<file path="src/sv/knp3_pkg.sv">
package knp3_pkg;

    localparam int SLOT_W     = 6;
    localparam int FIELD_W    = 16;
    localparam int RANK_W     = 2;
    localparam int DIST_OUT_W = 34;
    localparam int CFG_W      = 7;

    localparam logic [CFG_W-1:0] POINT_COUNT_RESET = 7'd64;

    localparam logic MODE_QUERY = 1'b1;

    typedef struct packed {
        logic                      mode;
        logic [SLOT_W-1:0]         slot;
        logic signed [FIELD_W-1:0] pos_x;
        logic signed [FIELD_W-1:0] pos_y;
        logic signed [FIELD_W-1:0] pos_z;
    } knp3_item_t;

    typedef struct packed {
        logic [SLOT_W-1:0]     neighbor_index;
        logic [RANK_W-1:0]     neighbor_rank;
        logic [DIST_OUT_W-1:0] distance_squared;
        logic                  last;
    } knp3_result_t;

    // control part of a classified command
    typedef struct packed {
        logic              query;
        logic [SLOT_W-1:0] slot;
    } knp3_cmd_t;

    typedef enum logic [1:0] {
        ST_IDLE,
        ST_QPT,
        ST_SCAN,
        ST_EMIT
    } knp3_state_t;

endpackage

</file>
<file path="src/sv/knp3_front.sv">
module knp3_front #(
    parameter int MAX_POINTS = 64,
    parameter int COORD_BITS = 16
) (
    input  logic                    clk,
    input  logic                    rst_n,
    input  logic                    push,
    output logic                    full,
    input  knp3_pkg::knp3_item_t    item,
    output logic                    cmd_valid,
    output knp3_pkg::knp3_cmd_t     cmd,
    output logic [COORD_BITS-1:0]   cmd_x,
    output logic [COORD_BITS-1:0]   cmd_y,
    output logic [COORD_BITS-1:0]   cmd_z,
    input  logic                    cmd_pop
);
    import knp3_pkg::*;

    localparam int QD  = 2;
    localparam int QAW = $clog2(QD);
    localparam int QCW = $clog2(QD + 1);

    logic [QAW-1:0] wr_ptr_reg, wr_ptr_next;
    logic [QAW-1:0] rd_ptr_reg, rd_ptr_next;
    logic [QCW-1:0] cnt_reg, cnt_next;

    knp3_cmd_t             q_cmd_reg [QD];
    logic [COORD_BITS-1:0] q_x_reg [QD];
    logic [COORD_BITS-1:0] q_y_reg [QD];
    logic [COORD_BITS-1:0] q_z_reg [QD];

    logic                         keep;
    logic                         enq;
    logic                         deq;
    logic signed [COORD_BITS-1:0] cx, cy, cz;
    knp3_cmd_t                    cmd_in;

    // slots beyond the store are dropped here; beat still taken
    assign keep = int'(item.slot) < MAX_POINTS;
    assign enq  = push && !full && keep;
    assign deq  = cmd_pop && cmd_valid;

    // sign-extend or wrap to the internal coordinate width
    assign cx = COORD_BITS'(item.pos_x);
    assign cy = COORD_BITS'(item.pos_y);
    assign cz = COORD_BITS'(item.pos_z);

    assign cmd_in.query = (item.mode == MODE_QUERY);
    assign cmd_in.slot  = item.slot;

    assign full      = (cnt_reg == QCW'(QD));
    assign cmd_valid = (cnt_reg != '0);
    assign cmd       = q_cmd_reg[rd_ptr_reg];
    assign cmd_x     = q_x_reg[rd_ptr_reg];
    assign cmd_y     = q_y_reg[rd_ptr_reg];
    assign cmd_z     = q_z_reg[rd_ptr_reg];

    always_comb
    begin
        wr_ptr_next = enq ? wr_ptr_reg + QAW'(1) : wr_ptr_reg;
        rd_ptr_next = deq ? rd_ptr_reg + QAW'(1) : rd_ptr_reg;
        cnt_next    = cnt_reg;
        if (enq && !deq)
        begin
            cnt_next = cnt_reg + QCW'(1);
        end
        else if (!enq && deq)
        begin
            cnt_next = cnt_reg - QCW'(1);
        end
    end

    always_ff @(posedge clk or negedge rst_n)
    begin
        if (!rst_n)
        begin
            wr_ptr_reg <= '0;
            rd_ptr_reg <= '0;
            cnt_reg    <= '0;
        end
        else
        begin
            wr_ptr_reg <= wr_ptr_next;
            rd_ptr_reg <= rd_ptr_next;
            cnt_reg    <= cnt_next;
        end
    end

    always_ff @(posedge clk)
    begin
        if (enq)
        begin
            q_cmd_reg[wr_ptr_reg] <= cmd_in;
            q_x_reg[wr_ptr_reg]   <= cx;
            q_y_reg[wr_ptr_reg]   <= cy;
            q_z_reg[wr_ptr_reg]   <= cz;
        end
    end

endmodule

</file>
<file path="config.mk">
export PLATFORM = sky130hd
export DESIGN_NAME = knp3_front
export DESIGN_NICKNAME = d
export VERILOG_FILES = /design/src/sv/knp3_pkg.sv /design/src/sv/knp3_front.sv
export SDC_FILE = /design/constraint.sdc
export NUM_CORES = 1
export LEC_CHECK = 0
export BUFFER_PORTS_ARGS = -buffer_cell sky130_fd_sc_hd__buf_2
export CAP_MARGIN = 0
export CORE_UTILIZATION = 45
export CTS_BUF_LIST = sky130_fd_sc_hd__clkbuf_8
export DETAILED_ROUTE_END_ITERATION = 16
export GPL_ROUTABILITY_DRIVEN = 0
export GPL_TIMING_DRIVEN = 0
export PLACE_DENSITY_LB_ADDON = 0.05
export SYNTH_ARGS = -nofsm -noshare
export SYNTH_HDL_FRONTEND = slang
export SYNTH_SLANG_ARGS = --single-unit
</file>
<file path="constraint.sdc">
create_clock -name clk -period 5.2 [get_ports clk]
set_input_delay 0.52 -clock clk [delete_from_list [all_inputs] [get_ports clk]]
set_output_delay 0.52 -clock clk [all_outputs]
set_load 0.03 [all_outputs]
</file>
# Word-level counts from Yosys, hierarchy flattened
# Memory sizes are Yosys's and may differ from the RTL's.
# Index checks and enable logic that the tools add are counted.
[word_totals] ram_bits=110 wordCells=25 out_inout_bits=57 ff_bits=4 inputBits=59 mem_count=4
[op_classes] eq_ne=1 addsub=4 reduce_logical=9 mux=4
[mem_list] name="q_x_reg" depth=2 word_bits=16 rd=1 rd_ports_with_merged_regs=0 wr=1 line="knp3_front.sv:28" text="logic [COORD_BITS-1:0] q_x_reg [QD];"
[mem_list] name="q_y_reg" depth=2 word_bits=16 rd=1 rd_ports_with_merged_regs=0 wr=1 line="knp3_front.sv:29" text="logic [COORD_BITS-1:0] q_y_reg [QD];"
[mem_list] name="q_z_reg" depth=2 word_bits=16 rd=1 rd_ports_with_merged_regs=0 wr=1 line="knp3_front.sv:30" text="logic [COORD_BITS-1:0] q_z_reg [QD];"
[mem_list] name="q_cmd_reg" depth=2 word_bits=7 rd=1 rd_ports_with_merged_regs=0 wr=1 line="knp3_front.sv:27" text="knp3_cmd_t q_cmd_reg [QD];"
[op_table] operator="$logic_and A1 B1 Y1" count=4
[op_table] operator="$mux W2" count=2
[op_table] operator="$reduce_bool A2 Y1" count=2
[op_table] operator="$logic_not A1 Y1" count=3
[op_table] operator="$add A1 B1 Y1 const B" count=2
[op_table] operator="$add A2 B1 Y2 const B" count=1
[op_table] operator="$eq A2 B2 Y1 const B" count=1
[op_table] operator="$mux W1" count=2
[op_table] operator="$sub A2 B1 Y2 const B" count=1

# Logic depth before layout (Yosys ltp)
# Gate-level depths: netlist of the first run.
[logic_depth] ltp_word=7 mapped_depth=7 ltp_nobuf=7

# Worst setup path after synthesis of the first run
# Ideal clock, no wire load.
[synth_path] path_kind="register to register" from="reg cnt_reg[0]" to="mem q_cmd_reg[0][0] in the netlist's numbering, enable pin" setup_ns=0.468 arrival_time_ns=2.928 path_stages_with_launch=4 slack_ns=1.805 n_path_buf=0 required_time_ns=4.732 synth_period_minus_slack_ns=3.395 cell_sequence="dfrtp_1 -> nand2b_1 -> nand2_1 -> nor2_1"
[synth_via] elab_chain_cells=5
[synth_lines] item="from (decl)" line="knp3_front.sv:25" text="logic [QCW-1:0] cnt_reg, cnt_next;"
[synth_lines] item="from (signal assigned)" line="knp3_front.sv:85" text="cnt_reg <= cnt_next;"
[synth_lines] item="$eq A2 B2 Y1" line="knp3_front.sv:51" text="assign full = (cnt_reg == QCW'(QD));"
[synth_lines] item="$logic_not A1 Y1" line="knp3_front.sv:40" text="assign enq = push && !full && keep;"
[synth_lines] item="$logic_and A1 B1 Y1" line="knp3_front.sv:40"
[synth_lines] item="$mux W1" line="knp3_front.sv:91" text="if (enq)"
[synth_lines] item="$mux W1 (implied by the code)" line="knp3_front.sv:93" text="q_cmd_reg[wr_ptr_reg] <= cmd_in;"
[synth_lines] item="to (decl)" line="knp3_front.sv:27"
# Every way passes these cells.

# Worst setup path in the final report of the first run
[layout_path] from="reg rd_ptr_reg" to="out cmd_z[1]"
[layout_via] elab_chain_cells=1
[layout_lines] item="from (decl)" line="knp3_front.sv:24" text="logic [QAW-1:0] rd_ptr_reg, rd_ptr_next;"
[layout_lines] item="from (signal assigned)" line="knp3_front.sv:84" text="rd_ptr_reg <= rd_ptr_next;"
[layout_lines] item="$mem_v2 Z2 W16"
[layout_lines] item="to (decl)" line="knp3_front.sv:14" text="output logic [COORD_BITS-1:0] cmd_z,"
# Every way passes these cells.

==> results.txt, run 1 <==
Final net count: 387
Hold Fails Final Rpt: 0
Async set-reset flop share out of synthesis: 3.51%
Post-synthesis sequential area ratio: 78.5%
RR Startpoint: cnt_reg[0]$_DFFE_PN0P_
Slowest-stage cell, CP: dfrtp_1
Htree depth: 4
Tot Pwr: 0.00333 W
# placed instances: 436
HP Class: in2reg
GRT overflow: 0
Critical path class: reg2out
PD cells: 609 mW/mm²
Final min period: 2.13 ns
Ys flop type: edfxtp_1
Vias in the first global route: 2142
Fin. max-slew vios: 0
Slew HR: 42.9%
Mapped Nets: 250
WL per Instance: 14.9 µm
First-pass GRT wire length: 10300 µm
Antenna fix cells: 0
DRT antenna net count: 0
Outcome: complete, no violations
IO Port Bufs: 115
Via density: 4.51
Setup TNS: 0 ns
Clock slew at reported path FFs: 0.07 ns
Cell Area, Placed: 0.00512 mm²
Max-cap check violation count: 0
Die X: 100 µm
Skew-Pair Late Insertion Delay: 0.41 ns
Crit path launch: rd_ptr_reg$_DFFE_PN0P_
Syn Std Cell Area: 0.00433 mm²
Post-place setup slack: 3.14 ns
Share of layout cells above drive strength 1: 61.5%
Crit share post-route: 41.0%
Die Y: 100 µm
Avg Inst Size Synth: 22.8 µm²
Largest net degree at the start of global routing: 31
Total number of vias: 2115
CTS sink cnt: 114
Worst setup margin: 3.07 ns
Root buf cell: clkbuf_8
Unrepaired setup endpoints after global routing: false
Worst VDD drop: 0.475 mV
Post-detail-place hpwl: 4520 µm
Slew of the pin with the lowest slew margin: 0.855 ns
Row cnt: 35
Crit path largest cell delay: 0.35 ns
Area Overhead vs Synth: 26.2%
Clock Skew: 0.0119 ns
Synth area leaders: edfxtp_1 76%, mux2_4 14%, mux2_2 3.9%
IO Count: 116
Commonest cells in the netlist: 110 x edfxtp_1, 40 x mux2_4, 15 x mux2_2
# setup viols final: 0
# DRC: 0
Cell with the most instances after synthesis: edfxtp_1
Die area: 0.0100 mm²
CTS tree: done
CTS Buf Count: 17
CP Capture Type: output port
Total number of yosys warnings: 0
Post-route cell area: 0.00547 mm²
Fin cells: 469
CP Launch Type: flip-flop
Post-synth EDFFs: 110
CP cell instances: buf_6 > buf_6 > mux2_4 > buf_2
Initial antenna violation count: 0
Top cell type's share of synthesized area: 76.2%
Tot GR Track Use: 14.4%
Cell accounting for the most synthesized area: edfxtp_1
Most Frequent Cell on Critical Path: buf_6
LEAKAGE: 2.20 nW
Hold_sp: item[17]
Core Region: 0.00928 mm²
Distinct cells, synth: 16
Initial drt markers: 67
Final WL: 6970 µm
First-pass DRT Iterations: 4
Clock Path Buffers: 2
Critical path data arrival time: 1.61 ns
Mapped Cells: 190
Critical path fanouts, max: 10
Initial Util: 46.7%
Worst Path Required: 4.68 ns
Synth Register Bits: 114
FMAX: 469 MHz
[layout make-up]
class	instances	area, µm²
clock buffer	17	234
clock inverter	15	104
sequential	114	3400
multi-input combinational	68	871
fill	771	3820
inverter	2	7.51
timing repair buffer	118	626
tap	129	161
buffer	6	61.3
[worst max-delay path: cells and delay by family (launching register included)]
kind / cells / cell delay [ns]
flip-flops: 1 / 0.35
multiplexers: 1 / 0.32
buffers and inverters: 3 / 0.55
[power breakdown]
group | leakage [nW] | internal (W) | switching [W]
clock | 0.176 | 0.000363 | 0.000332
combinational | 0.954 | 0.000525 | 0.000799
sequential | 1.07 | 0.00126 | 0.0000552
total | 2.20 | 0.00215 | 0.00119
[worst paths after layout]
check                                      endpoint  slack, ns  depth (start not counted)
setup / recovery                           cmd_z[1]       3.07                          4
hold / removal              q_y_reg[0][1]$_DFFE_PP_       0.30                          1
setup reg to reg           q_x_reg[0][13]$_DFFE_PP_       3.18                          4
hold reg to reg              cnt_reg[1]$_DFFE_PN0P_       0.51                          1
max in group asynchronous    rd_ptr_reg$_DFFE_PN0P_       4.63                          2
min in group asynchronous    wr_ptr_reg$_DFFE_PN0P_       0.44                          2
[cells in the final DEF, fill, tap and decap left out]
| cell | synthesis | routed |
|---|---|---|
| buf_2 | 1 | 116 |
| edfxtp_1 | 110 | 110 |
| mux2_4 | 40 | 40 |
| clkbuf_8 | 0 | 17 |
| mux2_2 | 15 | 15 |
| buf_6 | 5 | 5 |
| inv_1 | 2 | 5 |
| clkinv_2 | 0 | 5 |
| clkinvlp_4 | 0 | 4 |
| dfrtp_1 | 4 | 4 |
| xnor2_1 | 3 | 3 |
| xor2_1 | 2 | 2 |
| clkinv_1 | 0 | 2 |
| buf_12 | 0 | 2 |
| nand2b_1 | 1 | 1 |
| nand2_1 | 1 | 1 |
| and3_2 | 0 | 1 |
| or2_2 | 1 | 1 |
| nand2_2 | 1 | 1 |
| nor2_4 | 0 | 1 |
| nor2_1 | 2 | 1 |
| ha_1 | 1 | 1 |
| bufinv_16 | 0 | 1 |
| dlygate4sd3_1 | 0 | 1 |
[what timing repair did]
action | in CTS | in global routing
buffers inserted | 0 | 0
hold buffers | 1 | 0
gates resized for setup | 0 | 0
hold endpoints to repair | 4 | 0
[through the flow]
step	utilization, %	hold WS (ns)
6_report	58.9	0.297
5_1_grt	58.9	0.260
4_1_cts	58.9	0.269
3_5_place_dp	55.1	0.332
3_3_place_gp	54.6	0.332
2_1_floorplan	-	0.224
[cell families (layout without fill, tap and decap cells)]
group                    after synthesis  after routing  synth area share, %
XOR/XNOR                               5              5                 1.01
AND/OR/NAND/NOR                        7              7                0.838
buffers and inverters                  8            158                 1.59
multiplexers                          55             55                 17.8
flip-flops                           114            114                 78.5
adder cells (fa/ha/maj)                1              1                0.289
[metal layers]
metal / global-route usage, % / part of all wire (%) / up-vias
li1: - / - / 1023
met4: 6.69 / 1.4 / 0
met1: 15.8 / 41 / 1012
met2: 24.1 / 51 / 70
met5: 0 / 0 / -
met3: 6.48 / 6.4 / 10
(Power assumes the default switching activity.)
==> run 2: changes to the inputs <==
==> constraint.sdc (replaced) <==
create_clock -name clk -period 1.8 [get_ports clk]
set_input_delay 0.18 -clock clk [delete_from_list [all_inputs] [get_ports clk]]
set_output_delay 0.18 -clock clk [all_outputs]
set_load 0.03 [all_outputs]
==> run 2 against run 1 <==
Against the previous run: hold slack worse by 0.26 ns; total power grew to 3.0 times the previous value; die area is the same; utilization up 7.3 points; flip-flop and latch count stayed put; largest cell class unchanged; highest routed layer unchanged.
==> results.txt, run 2 (synthesis results as in run 1) <==
Outcome: complete, no violations
Antenna fix cells: 0 (unchanged)
Via density: 4.51 (about the same)
CTS Buf Count: 17 (unchanged)
Post-detail-place hpwl: 4420 µm (-2.4%)
LEAKAGE: 2.48 nW (+13%)
Initial antenna violation count: 0 (unchanged)
HP Class: in2reg
Fin cells: 525 (+12%)
Slew of the pin with the lowest slew margin: 0.775 ns (-0.0799 ns)
Worst VDD drop: 1.56 mV (+230%)
CTS tree: done
Die X: 100 µm (unchanged)
# setup viols final: 0 (unchanged)
Final net count: 444 (+15%)
Critical path data arrival time: 1.60 ns (about the same)
# placed instances: 435 (-0.23%)
Clock Skew: 0.00795 ns (-0.00396 ns)
Max-cap check violation count: 0 (unchanged)
Initial drt markers: 56 (-16%)
Worst Hold Margin: 0.0375 ns (-0.259 ns)
Total number of vias: 2367 (+12%)
GRT overflow: 0 (unchanged)
Crit share post-route: 98.8%
First-pass DRT Iterations: 4 (unchanged)
Clock Path Buffers: 2 (unchanged)
Core Region: 0.00928 mm² (unchanged)
First-pass GRT wire length: 12000 µm (+17%)
Slew HR: 48.3% (+5.5 points)
Critical path fanouts, max: 10 (unchanged)
Most common cell after layout, fill and taps aside: edfxtp_1
Die Y: 100 µm (unchanged)
IO Count: 116 (unchanged)
CTS sink cnt: 114 (unchanged)
# DRC: 0 (unchanged)
Hold Fails Final Rpt: 0 (unchanged)
DRT antenna net count: 0 (unchanged)
Cell Area, Placed: 0.00511 mm² (about the same)
CP Launch Type: flip-flop
Fin. max-slew vios: 0 (unchanged)
CP Capture Type: output port
Root buf cell: clkbuf_8
WL per Instance: 14.4 µm (-2.9%)
Unrepaired setup endpoints after global routing: true
FMAX: 562 MHz
Share of layout cells above drive strength 1: 53.8% (-7.7 points)
Final min period: 1.78 ns
Tot GR Track Use: 16.4% (+1.9 points)
Fillers: 717 (-7.0%)
Htree depth: 4 (unchanged)
Final WL: 7580 µm (+8.7%)
Critical path class: reg2out
Vias in the first global route: 2531 (+18%)
PD cells: 1640 mW/mm² (+170%)
IO Port Bufs: 115 (unchanged)
Area Overhead vs Synth: 41.7%
Row cnt: 35 (unchanged)
Initial Util: 46.7% (unchanged)
Most frequent cells in the layout: 110 x edfxtp_1, 106 x buf_2, 56 x dlygate4sd3_1
Post-route cell area: 0.00614 mm² (+12%)
Skew-Pair Late Insertion Delay: 0.41 ns (about the same)
Worst Path Required: 1.62 ns (-3.06 ns)
Largest net degree at the start of global routing: 56 (+81%)
Die area: 0.0100 mm² (unchanged)
Clock slew at reported path FFs: 0.06 ns (about the same)
[run 2: changes by cell type in the layout (fill, tap and decap cells not counted), moves of 2 or more]
cell	previous run	this run
mux2_2	15	12
buf_6	5	9
mux2_4	40	43
buf_12	2	5
buf_4	0	2
buf_2	116	106
inv_1	5	3
dlygate4sd3_1	1	56
[run 2: path summary, 6_finish.rpt]
kind,from,end,slack [ns],cells after the start
max,rd_ptr_reg$_DFFE_PN0P_,cmd_z[6],0.02,4
min,cmd_pop,rd_ptr_reg$_DFFE_PN0P_,0.04,3
max reg2reg,cnt_reg[0]$_DFFE_PN0P_,q_x_reg[1][8]$_DFFE_PP_,0.10,2
min reg2reg,cnt_reg[0]$_DFFE_PN0P_,cnt_reg[0]$_DFFE_PN0P_,0.54,1
max in group asynchronous,rst_n,cnt_reg[0]$_DFFE_PN0P_,1.55,2
min in group asynchronous,rst_n,wr_ptr_reg$_DFFE_PN0P_,0.13,2
[run 2: what timing repair did]
item                       4_1_cts  5_1_grt
gates cloned                     1        0
pin swaps                        1        0
resized for setup                3       38
hold buffers                    56        0
hold endpoints to repair       114        0
setup buffers                    2        0
setup endpoints to repair      124       54
[run 2: per-stage QoR]
step | total power, W | worst slack, ns | utilization (%) | setup TNS [ns]
2_1_floorplan | 0.00679 | -0.0360 | - | -1.98
3_3_place_gp | 0.00769 | -0.566 | 54.9 | -50.27
3_5_place_dp | 0.00775 | -0.347 | 55.1 | -23.81
4_1_cts | 0.00994 | -0.0189 | 65.1 | -0.350
5_1_grt | 0.0105 | -0.0571 | 66.2 | -2.11
6_report | 0.0101 | 0.0215 | 66.2 | 0
[run 2: worst max-delay path, cell delays in order, from the launching register on]
cell     delay (ns)
dfrtp_1        0.40
buf_8          0.16
buf_12         0.15
mux2_4         0.30
buf_2          0.18
[run 2: layer usage]
| metal | track usage (%) | vias to the layer above | routed length [µm] |
|---|---|---|---|
| li1 | - | 1135 | - |
| met1 | 18.4 | 1140 | 3030 |
| met2 | 28.5 | 75 | 4030 |
| met3 | 5.15 | 17 | 371 |
| met4 | 7.58 | 0 | 144 |
| met5 | 0 | - | 0 |
[run 2: layout make-up]
| cell class | count | area [µm²] | area share [%] |
|---|---|---|---|
| multi-input cells | 69 | 907 | 14.8 |
| clock inverters | 14 | 100 | 1.63 |
| plain buffers | 6 | 103 | 1.67 |
| repair buffers | 174 | 1230 | 20.0 |
| well taps | 129 | 161 | 2.63 |
| clock buffers | 17 | 234 | 3.81 |
| inverters | 2 | 7.51 | 0.122 |
| flip-flops and latches | 114 | 3400 | 55.4 |
[run 2: report_power, final]
| group | internal [W] | switching (W) | total, W |
|---|---|---|---|
| registers | 0.00364 | 0.000184 | 0.00382 |
| clock network | 0.00104 | 0.000963 | 0.00201 |
| logic | 0.00184 | 0.00240 | 0.00424 |
| total | 0.00652 | 0.00354 | 0.0101 |
==> run 3: changes to the inputs <==
==> constraint.sdc (replaced) <==
create_clock -name clk -period 1.7 [get_ports clk]
set_input_delay 0.17 -clock clk [delete_from_list [all_inputs] [get_ports clk]]
set_output_delay 0.17 -clock clk [all_outputs]
set_load 0.03 [all_outputs]
==> run 3 against run 2 <==
Against the previous run: the flow now finishes with violations (negative setup slack); setup slack got worse by 0.069 ns; global-route usage grew 0.83 points; via count grew 2.9%; register-to-register slack gained 0.12 ns; combinational power rose by 23%; routed wire length rose by 6.5%; hold slack lost 0.0029 ns; clock skew fell by 0.0024 ns; largest cell class unchanged; largest power group unchanged.
==> results.txt, run 3 (synthesis results as in run 1) <==
CTS tree: done
Net Sw Frac: 34.3% (-0.91 points)
Psw: 0.00391 W (+10%)
CP delay by family, top: buffers and inverters
CP cell instances: buf_4 > clkbuf_16 > mux2_2 > buf_6
Initial drt markers: 65 (+16%)
Die X: 100 µm (unchanged)
Crit path launch: rd_ptr_reg$_DFFE_PN0P_
Die area: 0.0100 mm² (unchanged)
Skew-Pair Late Insertion Delay: 0.41 ns (about the same)
Share of layout cells above drive strength 1: 54.3% (+0.46 points)
Slowest-stage cell, CP: dfrtp_1
Clock Skew: 0.00556 ns (-0.00239 ns)
LEAKAGE: 2.58 nW (+4.2%)
First-pass GRT wire length: 12500 µm (+3.9%)
Post-detail-place hpwl: 4420 µm (unchanged)
HP Class: in2reg
Crit share post-route: 103%
Via density: 4.60 (+2.1%)
# setup viols final: 50 (+50)
Slew of the pin with the lowest slew margin: 0.430 ns (-0.345 ns)
CP Launch Type: flip-flop
Final min period: 1.75 ns
Initial Util: 46.7% (unchanged)
# placed instances: 435 (unchanged)
WL per Instance: 15.3 µm (+5.7%)
Antenna fix cells: 0 (unchanged)
Area Overhead vs Synth: 48.8%
Hold endpoint: rd_ptr_reg$_DFFE_PN0P_
DRT antenna net count: 0 (unchanged)
Reg2Reg Capture Point: cnt_reg[1]$_DFFE_PN0P_
FF-to-FF setup slack: 0.22 ns (+0.12 ns)
Critical path fanouts, max: 5 (-5)
Worst Hold Margin: 0.0346 ns (-0.00291 ns)
Clock Path Buffers: 2 (unchanged)
Total number of vias: 2436 (+2.9%)
Critical path class: reg2out
Worst Path Required: 1.53 ns (-0.09 ns)
RR Startpoint: cnt_reg[0]$_DFFE_PN0P_
Crit path largest cell delay: 0.39 ns (about the same)
Worst VDD drop: 1.26 mV (-19%)
Worst Hold Depth: 3 (unchanged)
Unrepaired setup endpoints after global routing: true
CTS sink cnt: 114 (unchanged)
Fin cells: 529 (+0.76%)
Reg2Reg Depth: 6 (+4)
Htree depth: 4 (unchanged)
Row cnt: 35 (unchanged)
Slew HR: 71.3% (+23 points)
Cell Area, Placed: 0.00511 mm² (unchanged)
Clock share of power: 18.7% (-1.2 points)
Gate power share: 45.8% (+3.7 points)
CP bufs+invs: 3 (unchanged)
Root buf cell: clkbuf_8
Outcome: complete, but fails checks
Critical path data arrival time: 1.58 ns (-0.02 ns)
Most common cell after layout, fill and taps aside: edfxtp_1
IO Port Bufs: 115 (unchanged)
CP Capture Type: output port
Most frequent cells in the layout: 110 x edfxtp_1, 65 x buf_2, 56 x dlygate4sd3_1
Hold Fails Final Rpt: 0 (unchanged)
Core Region: 0.00928 mm² (unchanged)
Part of the power in registers: 35.5% (-2.4 points)
Hold_sp: cmd_pop
IO Count: 116 (unchanged)
Initial antenna violation count: 0 (unchanged)
# DRC: 0 (unchanged)
Max-cap check violation count: 0 (unchanged)
Largest net degree at the start of global routing: 30 (-46%)
Die Y: 100 µm (unchanged)
Failing checks: negative setup slack
Internal power: 0.00750 W (+15%)
Setup TNS: -1.78 ns (-1.78 ns)
GRT overflow: 0 (unchanged)
CTS Buf Count: 17 (unchanged)
First-pass DRT Iterations: 4 (unchanged)
Vias in the first global route: 2596 (+2.6%)
Tot GR Track Use: 17.2% (+0.83 points)
Final WL: 8070 µm (+6.5%)
PD cells: 1770 mW/mm² (+8.0%)
FMAX: 572 MHz
Post-route cell area: 0.00645 mm² (+5.0%)
Fin. max-slew vios: 0 (unchanged)
Final net count: 448 (+0.90%)
Worst setup margin: -0.0477 ns (-0.0691 ns)
Clock slew at reported path FFs: 0.06 ns (about the same)
## run 3: repair_timing
action | 4_1_cts | 5_1_grt
endpoints found under the setup margin | 159 | 95
setup buffers | 4 | 0
hold endpoints to repair | 114 | 0
hold buffers | 56 | 0
resized for setup | 112 | 2
pin swaps | 2 | 0
cloned | 2 | 1
## run 3: metrics by stage
| stage | setup slack [ns] | power [W] | utilization, % |
|---|---|---|---|
| after floorplan | -0.136 | 0.00719 | - |
| after global placement | -0.666 | 0.00814 | 54.9 |
| after detailed placement | -0.447 | 0.00821 | 55.1 |
| after CTS | -0.0694 | 0.0114 | 69.1 |
| after global routing | -0.114 | 0.0119 | 69.5 |
| final | -0.0477 | 0.0114 | 69.5 |
## run 3: how the worst max path moves through the flow
stage | depth (start not counted) | endpoint
2_1_floorplan | 3 | q_cmd_reg[0][0]$_DFFE_PP_
3_3_place_gp | 3 | q_x_reg[0][11]$_DFFE_PP_
3_5_place_dp | 2 | q_x_reg[1][11]$_DFFE_PP_
4_1_cts | 4 | cmd[6]
5_1_grt | 4 | cmd[0]
6_report | 4 | cmd_y[5]
## run 3: power groups by stage
| stage | Sequential (W) | Combinational (W) | Clock [W] |
|---|---|---|---|
| floorplan | 0.00405 | 0.00314 | 0 |
| global placement | 0.00408 | 0.00406 | 0 |
| detailed placement | 0.00410 | 0.00411 | 0 |
| CTS | 0.00405 | 0.00521 | 0.00218 |
| global route | 0.00412 | 0.00550 | 0.00229 |
| finish | 0.00405 | 0.00523 | 0.00213 |
## run 3: final cells by class
type                    count  area (µm²)
plain buffers               6         115
clock buffers              17         234
clock inverters            14         100
fillers                   672        2830
inverters                   2        7.51
multi-input cells          70         912
flip-flops and latches    114        3400
well taps                 129         161
repair buffers            177        1520
## run 3: worst register-to-register path: cells and delay by family, from the launching register on
kind	cells	cell delay (ns)
fa+ha+maj	1	0.32
simple gates	3	0.46
xor+xnor	1	0.15
flops	1	0.43
buf+inv	1	0.06
## run 3: metal layers
layer	up-vias	global-route usage (%)	routed length, µm
met2	87	30.4	4330
li1	1147	-	-
met5	-	0	0
met3	15	5.43	402
met1	1187	19.1	3210
met4	0	7.58	121
